## config.mk

```make
export PLATFORM = sky130hd
export DESIGN_NAME = pfb_seq_flat
export DESIGN_NICKNAME = d
export VERILOG_FILES = /design/src/sv/pfb_pkg.sv /design/src/sv/pfb_if.sv /design/src/sv/pfb_seq.sv /design/src/flat_wrapper.sv
export SDC_FILE = /design/constraint.sdc
export NUM_CORES = 1
export LEC_CHECK = 0
export BUFFER_PORTS_ARGS = -buffer_cell sky130_fd_sc_hd__buf_2
export CAP_MARGIN = 0
export CORE_ASPECT_RATIO = 2
export CORE_MARGIN = 10
export CORE_UTILIZATION = 58
export DETAILED_ROUTE_END_ITERATION = 6
export GPL_TIMING_DRIVEN = 0
export PLACE_DENSITY = 0.82
export SLEW_MARGIN = 15
export SYNTH_ARGS = -nofsm -noshare
export SYNTH_HDL_FRONTEND = slang
export SYNTH_SLANG_ARGS = --single-unit
```

## constraint.sdc

```tcl
create_clock -name clk_i -period 4.1 [get_ports clk_i]
set_input_delay 0.205 -clock clk_i [delete_from_list [all_inputs] [get_ports clk_i]]
set_output_delay 0.205 -clock clk_i [all_outputs]
set_load 0.05 [all_outputs]
```

## src/sv/pfb_pkg.sv

```systemverilog
// Package for the page-mode frame buffer drawing block.
// Holds the action codes, the result type and the fixed field widths.
// No dependencies.
`timescale 1ns / 1ps

package pfb_pkg;

  typedef enum logic [1:0] {
    ACT_CLEAR = 2'd0,
    ACT_FILL  = 2'd1,
    ACT_PIXEL = 2'd2,
    ACT_READ  = 2'd3
  } action_e;

  typedef struct packed {
    logic [7:0] read_data;
    logic       rejected;
  } res_t;

  localparam logic [7:0] FULL_MASK = 8'hFF;
  localparam int PAGE_ROWS = 8;
  // Column sums need nine bits and row sums eight, set by the input field widths.
  localparam int XS_W = 9;
  localparam int YS_W = 8;

endpackage

```

## src/sv/pfb_if.sv

```systemverilog
// Handshake channels of the frame buffer block: the action channel and the result channel.
// Depends on pfb_pkg for the action type.
`timescale 1ns / 1ps

interface pfb_in_if;
  import pfb_pkg::*;

  logic       valid;
  logic       ready;
  logic [1:0] action;
  logic [6:0] left;
  logic [5:0] top;
  logic [7:0] rect_width;
  logic [6:0] rect_height;
  logic       set_pixels;
  logic [9:0] read_index;

  modport source (
    output valid, action, left, top, rect_width, rect_height, set_pixels, read_index,
    input  ready
  );
  modport sink (
    input  valid, action, left, top, rect_width, rect_height, set_pixels, read_index,
    output ready
  );
endinterface


```

## src/sv/pfb_seq.sv

```systemverilog
// Sequencer of the frame buffer: decodes actions, walks fills and clears,
// and runs the read-modify-write of the frame store. Depends on pfb_pkg and pfb_in_if.
`timescale 1ns / 1ps

module pfb_seq #(
  parameter int COLUMNS = 128,
  parameter int PAGES = 8,
  localparam int ADDR_W = $clog2(COLUMNS * PAGES)
) (
  input  logic              clk_i,
  input  logic              rst_ni,
  pfb_in_if.sink            in_i,
  output logic              res_valid_o,
  input  logic              res_ready_i,
  output pfb_pkg::res_t     res_o,
  output logic              mem_re_o,
  output logic [ADDR_W-1:0] mem_raddr_o,
  input  logic [7:0]        mem_rdata_i,
  output logic              mem_we_o,
  output logic [ADDR_W-1:0] mem_waddr_o,
  output logic [7:0]        mem_wdata_o
);
  import pfb_pkg::*;

  localparam int ROWS = PAGES * PAGE_ROWS;
  localparam int STORE_SIZE = COLUMNS * PAGES;
  localparam int COL_W = $clog2(COLUMNS);
  localparam int PG_W = (PAGES > 1) ? $clog2(PAGES) : 1;

  localparam logic [1:0] ST_IDLE  = 2'd0;
  localparam logic [1:0] ST_CLEAR = 2'd1;
  localparam logic [1:0] ST_FILL  = 2'd2;
  localparam logic [1:0] ST_FIN   = 2'd3;

  logic [1:0]        state_q, state_d;
  logic [ADDR_W-1:0] base_q, base_d;
  logic              pend_q, pend_d;
  logic              clr_res_q, clr_res_d;
  logic [ADDR_W-1:0] pend_addr_q, pend_addr_d;
  logic [7:0]        pend_mask_q, pend_mask_d;
  logic              pat_q, pat_d;
  logic [COL_W-1:0]  col_q, col_d;
  logic [COL_W-1:0]  left_col_q, left_col_d;
  logic [COL_W-1:0]  last_col_q, last_col_d;
  logic [PG_W-1:0]   page_q, page_d;
  logic [PG_W-1:0]   first_pg_q, first_pg_d;
  logic [PG_W-1:0]   last_pg_q, last_pg_d;
  logic [7:0]        first_mask_q, first_mask_d;
  logic [7:0]        last_mask_q, last_mask_d;
  logic              rd_ok_q, rd_ok_d;
  logic              rej_q, rej_d;

  action_e           act;
  logic              accept;
  logic [XS_W-1:0]   right_sum, right_clip;
  logic [YS_W-1:0]   bot_sum, bot_clip, last_row;
  logic              fill_empty, pix_off, rd_ok;
  logic [PG_W-1:0]   in_first_pg, in_last_pg;
  logic [ADDR_W-1:0] pix_addr, fill_addr;
  logic [7:0]        fill_mask, merged;

  assign act        = action_e'(in_i.action);
  assign in_i.ready = (state_q == ST_IDLE);
  assign accept     = in_i.valid && in_i.ready;

  always_comb begin
    right_sum  = XS_W'(in_i.left) + XS_W'(in_i.rect_width);
    right_clip = (right_sum > XS_W'(COLUMNS)) ? XS_W'(COLUMNS) : right_sum;
    bot_sum    = YS_W'(in_i.top) + YS_W'(in_i.rect_height);
    bot_clip   = (bot_sum > YS_W'(ROWS)) ? YS_W'(ROWS) : bot_sum;
    last_row   = bot_clip - YS_W'(1);
    fill_empty = (YS_W'(in_i.top) >= bot_clip) || (XS_W'(in_i.left) >= right_clip);
    pix_off    = (XS_W'(in_i.left) >= XS_W'(COLUMNS)) || (YS_W'(in_i.top) >= YS_W'(ROWS));
    rd_ok      = ($unsigned(32'(in_i.read_index)) < $unsigned(32'(STORE_SIZE)));
    in_first_pg = PG_W'(in_i.top >> 3);
    in_last_pg  = PG_W'(last_row >> 3);
    pix_addr   = ADDR_W'(32'(in_first_pg) * COLUMNS) + ADDR_W'(in_i.left);
    fill_addr  = base_q + ADDR_W'(col_q);
    fill_mask  = ((page_q == first_pg_q) ? first_mask_q : FULL_MASK) &
                 ((page_q == last_pg_q) ? last_mask_q : FULL_MASK);
    merged     = (mem_rdata_i & ~pend_mask_q) | ({8{pat_q}} & pend_mask_q);
  end

  always_comb begin
    state_d      = state_q;
    base_d       = base_q;
    pend_d       = 1'b0;
    clr_res_d    = clr_res_q;
    pend_addr_d  = pend_addr_q;
    pend_mask_d  = pend_mask_q;
    pat_d        = pat_q;
    col_d        = col_q;
    left_col_d   = left_col_q;
    last_col_d   = last_col_q;
    page_d       = page_q;
    first_pg_d   = first_pg_q;
    last_pg_d    = last_pg_q;
    first_mask_d = first_mask_q;
    last_mask_d  = last_mask_q;
    rd_ok_d      = rd_ok_q;
    rej_d        = rej_q;
    mem_re_o     = 1'b0;
    mem_raddr_o  = fill_addr;
    res_valid_o  = 1'b0;

    unique case (state_q)
      ST_IDLE: begin
        if (accept) begin
          rd_ok_d = 1'b0;
          rej_d   = 1'b0;
          pat_d   = in_i.set_pixels;
          unique case (act)
            ACT_CLEAR: begin
              base_d    = '0;
              clr_res_d = 1'b1;
              state_d   = ST_CLEAR;
            end
            ACT_FILL: begin
              base_d       = ADDR_W'(32'(in_first_pg) * COLUMNS);
              col_d        = COL_W'(in_i.left);
              left_col_d   = COL_W'(in_i.left);
              last_col_d   = COL_W'(right_clip - XS_W'(1));
              page_d       = in_first_pg;
              first_pg_d   = in_first_pg;
              last_pg_d    = in_last_pg;
              first_mask_d = FULL_MASK << in_i.top[2:0];
              last_mask_d  = FULL_MASK >> (3'd7 - last_row[2:0]);
              state_d      = fill_empty ? ST_FIN : ST_FILL;
            end
            ACT_PIXEL: begin
              rej_d       = pix_off;
              mem_re_o    = !pix_off;
              mem_raddr_o = pix_addr;
              pend_d      = !pix_off;
              pend_addr_d = pix_addr;
              pend_mask_d = 8'd1 << in_i.top[2:0];
              state_d     = ST_FIN;
            end
            ACT_READ: begin
              rd_ok_d     = rd_ok;
              mem_re_o    = rd_ok;
              mem_raddr_o = ADDR_W'(in_i.read_index);
              state_d     = ST_FIN;
            end
            default: state_d = ST_FIN;
          endcase
        end
      end
      ST_CLEAR: begin
        if (base_q == ADDR_W'(STORE_SIZE - 1)) begin
          clr_res_d = 1'b0;
          state_d   = clr_res_q ? ST_FIN : ST_IDLE;
        end else begin
          base_d = base_q + ADDR_W'(1);
        end
      end
      ST_FILL: begin
        mem_re_o    = 1'b1;
        pend_d      = 1'b1;
        pend_addr_d = fill_addr;
        pend_mask_d = fill_mask;
        if (col_q == last_col_q) begin
          if (page_q == last_pg_q) begin
            state_d = ST_FIN;
          end else begin
            page_d = page_q + PG_W'(1);
            col_d  = left_col_q;
            base_d = base_q + ADDR_W'(COLUMNS);
          end
        end else begin
          col_d = col_q + COL_W'(1);
        end
      end
      ST_FIN: begin
        res_valid_o = 1'b1;
        if (res_ready_i) begin
          state_d = ST_IDLE;
        end
      end
      default: state_d = ST_IDLE;
    endcase
  end

  assign mem_we_o    = (state_q == ST_CLEAR) || pend_q;
  assign mem_waddr_o = (state_q == ST_CLEAR) ? base_q : pend_addr_q;
  assign mem_wdata_o = (state_q == ST_CLEAR) ? 8'd0 : merged;

  assign res_o.read_data = rd_ok_q ? mem_rdata_i : 8'd0;
  assign res_o.rejected  = rej_q;

  always_ff @(posedge clk_i or negedge rst_ni) begin
    if (!rst_ni) begin
      state_q   <= ST_CLEAR;
      base_q    <= '0;
      pend_q    <= 1'b0;
      clr_res_q <= 1'b0;
    end else begin
      state_q   <= state_d;
      base_q    <= base_d;
      pend_q    <= pend_d;
      clr_res_q <= clr_res_d;
    end
  end

  always_ff @(posedge clk_i) begin
    pend_addr_q  <= pend_addr_d;
    pend_mask_q  <= pend_mask_d;
    pat_q        <= pat_d;
    col_q        <= col_d;
    left_col_q   <= left_col_d;
    last_col_q   <= last_col_d;
    page_q       <= page_d;
    first_pg_q   <= first_pg_d;
    last_pg_q    <= last_pg_d;
    first_mask_q <= first_mask_d;
    last_mask_q  <= last_mask_d;
    rd_ok_q      <= rd_ok_d;
    rej_q        <= rej_d;
  end

`ifndef SYNTHESIS
  a_idle_no_pending: assert property (@(posedge clk_i) disable iff (!rst_ni)
    in_i.ready |-> !pend_q)
    else $error("write still pending while a new transaction can be accepted");

  a_fill_addr_range: assert property (@(posedge clk_i) disable iff (!rst_ni)
    (state_q == ST_FILL) |-> ($unsigned(32'(mem_raddr_o)) < $unsigned(32'(STORE_SIZE))))
    else $error("fill address beyond the frame store");

  a_write_after_read: assert property (@(posedge clk_i) disable iff (!rst_ni)
    (mem_we_o && (state_q != ST_CLEAR)) |-> $past(mem_re_o))
    else $error("merged write without a preceding read");

  a_result_holds: assert property (@(posedge clk_i) disable iff (!rst_ni)
    ((state_q == ST_FIN) && !res_ready_i) |=> (state_q == ST_FIN))
    else $error("result dropped before it was taken");
`endif

endmodule

```

## src/flat_wrapper.sv

```systemverilog
// flat-port wrapper written by rule: the top's interface ports become plain ports
module pfb_seq_flat import pfb_pkg::*;
#(
  parameter int COLUMNS = 128,
  parameter int PAGES = 8,
  localparam int ADDR_W = $clog2(COLUMNS * PAGES)
)
  (clk_i, rst_ni, res_valid_o, res_ready_i, res_o, mem_re_o, mem_raddr_o, mem_rdata_i, mem_we_o, mem_waddr_o, mem_wdata_o, in_i_valid, in_i_action, in_i_left, in_i_top, in_i_rect_width, in_i_rect_height, in_i_set_pixels, in_i_read_index, in_i_ready);
  pfb_in_if in_i_i ();
  input  logic clk_i;
  input  logic rst_ni;
  output logic res_valid_o;
  input  logic res_ready_i;
  output pfb_pkg::res_t res_o;
  output logic mem_re_o;
  output logic [ADDR_W-1:0] mem_raddr_o;
  input  logic [7:0] mem_rdata_i;
  output logic mem_we_o;
  output logic [ADDR_W-1:0] mem_waddr_o;
  output logic [7:0] mem_wdata_o;
  input wire logic [$bits(in_i_i.valid)-1:0] in_i_valid;
  input wire logic [$bits(in_i_i.action)-1:0] in_i_action;
  input wire logic [$bits(in_i_i.left)-1:0] in_i_left;
  input wire logic [$bits(in_i_i.top)-1:0] in_i_top;
  input wire logic [$bits(in_i_i.rect_width)-1:0] in_i_rect_width;
  input wire logic [$bits(in_i_i.rect_height)-1:0] in_i_rect_height;
  input wire logic [$bits(in_i_i.set_pixels)-1:0] in_i_set_pixels;
  input wire logic [$bits(in_i_i.read_index)-1:0] in_i_read_index;
  output wire logic [$bits(in_i_i.ready)-1:0] in_i_ready;
  assign in_i_i.valid = in_i_valid;
  assign in_i_i.action = in_i_action;
  assign in_i_i.left = in_i_left;
  assign in_i_i.top = in_i_top;
  assign in_i_i.rect_width = in_i_rect_width;
  assign in_i_i.rect_height = in_i_rect_height;
  assign in_i_i.set_pixels = in_i_set_pixels;
  assign in_i_i.read_index = in_i_read_index;
  assign in_i_ready = in_i_i.ready;
  pfb_seq #(.COLUMNS(COLUMNS), .PAGES(PAGES)) u_core (.clk_i(clk_i), .rst_ni(rst_ni), .in_i(in_i_i), .res_valid_o(res_valid_o), .res_ready_i(res_ready_i), .res_o(res_o), .mem_re_o(mem_re_o), .mem_raddr_o(mem_raddr_o), .mem_rdata_i(mem_rdata_i), .mem_we_o(mem_we_o), .mem_waddr_o(mem_waddr_o), .mem_wdata_o(mem_wdata_o));
endmodule
```

==> run summary <==
distinct cell type count after synthesis - 74
RSZ-0062 raised after global routing - false
DR WL/cell - 19.0 um
total power draw - 4.56 mW
Tot GR Track Use - 21.4%
Slew Viols, Final - 0
Pre-antenna DRT Iters - 5
worst setup path start - in_i_top[1]
vias in the first global route - 5,451
Design Area, Final - 6800 um2
remaining antenna violation count - 0
crit-path max FO - 10
vias per cell - 6.08
WP data arrival - 3910 ps
Starting Density - 59.5%
PwrDens - 671 nW/um2
Worst IR Drop VDD - 0.384 mV
Clock Tree Root - clkbuf_16
leak pwr - 2.82 nW
Worst-path clk slew - 60 ps
Seq/Total Area, Yosys - 38.9%
Synth Net Count - 700
measured slew at the worst slew-check pin - 1020 ps
Worst slew margin - 30.5%
htree depth - 3
Yosys top cell area share - 32.9%
Via Count - 5,118
initial antenna violation count - 0
Min Clock Period, post-route - 3710 ps
row count - 51
Placement Cell Area - 6490 um2
Clock Latency Late Sink - 340 ps
Routed Wire Length - 16,000 um
final hold viol count - 0
DRC errors left - 0
CTS tree - yes
largest net degree at the start of global routing - 36
Post-synth EDFFs - 64
Crit Path Category - in2reg
Critical Path RT - 4300 ps
synthesized area - 5850 um2
yosys warns - 0
post-layout util - 69.2%
Final TNS setup - 0 ps
global-route wire length before repair - 26,000 um
final setup vio count - 0
P&R area growth vs syn - 16.2%
CORE AREA - 9830 um2
fmax - 0.269 GHz
total CTS buffers - 9
Post-synth ARST share - 17.9%
hold crit path type - in2reg
outcome - finished, final reports clean
#FFs+latches synth - 78
# diodes - 0
gr ovfl total - 0
placed wire-length estimate - 12,500 um
post-synth top area cell - edfxtp_1
share of layout cells above drive strength 1 - 20.7%
clock sink count - 78
total die area - 14,700 um2
Hold Crit Start - in_i_set_pixels
Hold WS - 40.1 ps
Fillers - 791
Startpoint Class - primary input
launching point of the worst reg2reg path - u_core.state_q[1]
Cells after Synth - 601
period utilisation layout - 90.5%
I/O pin count - 94
clk buf depth - 2
Nets - 804
Top FF cell, synth - edfxtp_1
RePlAce Congestion - 0.980
IO Port Bufs - 91
DRT iter0 DRCs - 376
Die Y-Extent - 162 um
Post-CTS Setup Repair Bufs - 0
Die Span X - 91.0 um
mean area per synthesized cell - 9.73 um2
max-cap viol count - 0
clk_skew - 4.80 ps
ranking of synthesized cells by area - edfxtp_1 33%, ha_1 9.2%, dfrtp_1 5.6%, xnor2_1 4.5%, o21ai_0 3.7%
endpoint class of the critical path - register
worst paths after layout:
check	end	slack, ps	depth (start not counted)
worst min register to register	u_core.clr_res_q	550	2
min in group asynchronous	u_core.base_q[2]	330	2
worst max register to register	u_core.pend_addr_q[3]	800	9
worst min-delay path	u_core.pat_q	40	1
max in group asynchronous	u_core.state_q[0]	3460	2
worst max-delay path	u_core.last_mask_q[6]	390	15
final cells by class:
class / instances / area [um2] / share of cell area, %
Multi-Input combinational cell: 465 / 3350 / 49.2
Sequential cell: 78 / 2270 / 33.4
Timing Repair Buffer: 93 / 477 / 7.01
Clock buffer: 10 / 229 / 3.37
Tap cell: 132 / 165 / 2.43
Inverter: 33 / 124 / 1.82
Buffer: 25 / 120 / 1.77
Clock inverter: 6 / 62.6 / 0.920
routing by layer:
layer | vias to the layer above | share of wire (%) | global-route usage, %
met5 | - | 0 | 0
met4 | 0 | 4.4 | 12.0
met3 | 55 | 5.8 | 3.88
met2 | 214 | 55 | 40.9
met1 | 2434 | 35 | 20.7
li1 | 2415 | - | -
cells in the mapped netlist (2+ instances only):
library cell / number
edfxtp_1: 64
nor2_1: 53
nand2_1: 51
ha_1: 43
o21ai_0: 43
inv_1: 33
a21oi_1: 32
xnor2_1: 30
mux2i_1: 18
clkbuf_1: 17
and2_1: 13
dfrtp_1: 13
mux2_2: 13
nor2b_1: 13
nand3_1: 11
a21o_1: 9
a211oi_1: 8
o21a_1: 8
xor2_1: 8
a221o_1: 7
nor3_1: 7
o22ai_1: 7
and3_1: 6
nand2b_1: 6
o31ai_1: 6
buf_1: 4
o221ai_1: 4
or3_1: 4
a21boi_0: 3
a31oi_1: 3
buf_6: 3
fa_1: 3
nand3b_1: 3
nand4_1: 3
o21bai_1: 3
or2_2: 3
a211oi_2: 2
a311o_1: 2
nand4b_1: 2
nor4_1: 2
o211ai_1: 2
o41ai_1: 2
o41ai_2: 2
or2_1: 2
through the flow:
| step | setup WS [ps] | std cells |
|---|---|---|
| detailed placement | -54.5 | 825 |
| floorplan | 640 | 601 |
| global placement | 39.1 | 824 |
| CTS | 277 | 842 |
| finish | 389 | 842 |
| global route | 7.02 | 842 |
cell usage in the layout (no fill, tap or decap), types with 9 or more instances in the layout:
| cell | instances |
|---|---|
| a21o_1 | 9 |
| a21oi_1 | 32 |
| and2_1 | 13 |
| buf_2 | 91 |
| clkbuf_1 | 18 |
| clkbuf_16 | 9 |
| dfrtp_1 | 13 |
| edfxtp_1 | 64 |
| ha_1 | 43 |
| inv_1 | 33 |
| mux2_2 | 13 |
| mux2i_1 | 18 |
| nand2_1 | 51 |
| nand3_1 | 11 |
| nor2_1 | 53 |
| nor2b_1 | 13 |
| o21ai_0 | 43 |
| xnor2_1 | 30 |
state kept, by name, summed over array words and instances (netlist names), 2 cells and up:
signal and cells:
u_core.base_q 10, u_core.left_col_q 7, u_core.page_q 3, u_core.last_col_q 7, u_core.last_pg_q 3, u_core.col_q 7, u_core.first_mask_q 7, u_core.pend_mask_q 8
u_core.pend_addr_q 10, u_core.first_pg_q 3, u_core.state_q 2, u_core.last_mask_q 7
logic make-up (layout without fill, tap and decap cells):
kind of cell | after synthesis | in the layout | share of synthesized area (%)
AND/OR/NAND/NOR | 190 | 190 | 16.4
AO/OA/AOI/OAI | 158 | 158 | 18.7
flip-flops | 78 | 78 | 38.9
buffers and inverters | 58 | 167 | 4.17
adder cells (fa/ha/maj) | 46 | 46 | 10.2
XOR/XNOR | 38 | 38 | 5.69
multiplexers | 32 | 32 | 5.82
other | 1 | 1 | 0.0641
where the power goes:
| part | leakage (nW) | total [mW] | switching [mW] | internal [mW] |
|---|---|---|---|---|
| logic | 1.92 | 2.50 | 1.71 | 0.789 |
| clock network | 0.136 | 0.786 | 0.317 | 0.469 |
| registers | 0.766 | 1.27 | 0.145 | 1.13 |
what timing repair did:
action                     4_1_cts  5_1_grt
setup endpoints to repair        0        5
hold endpoints to repair        13        0
hold buffers                     1        0
gates resized for setup          0        1
critical path, stage by stage:
cell	delay (ps)
buf_2	100
clkbuf_1	320
inv_1	150
fa_1	480
xnor2_1	360
nor3_1	110
mux2i_2	310
o41ai_2	120
a221o_2	450
nand2b_1	160
ha_1	340
inv_1	150
o41ai_2	430
a221oi_4	100
nor2_1	120
(Power assumes the default switching activity.)
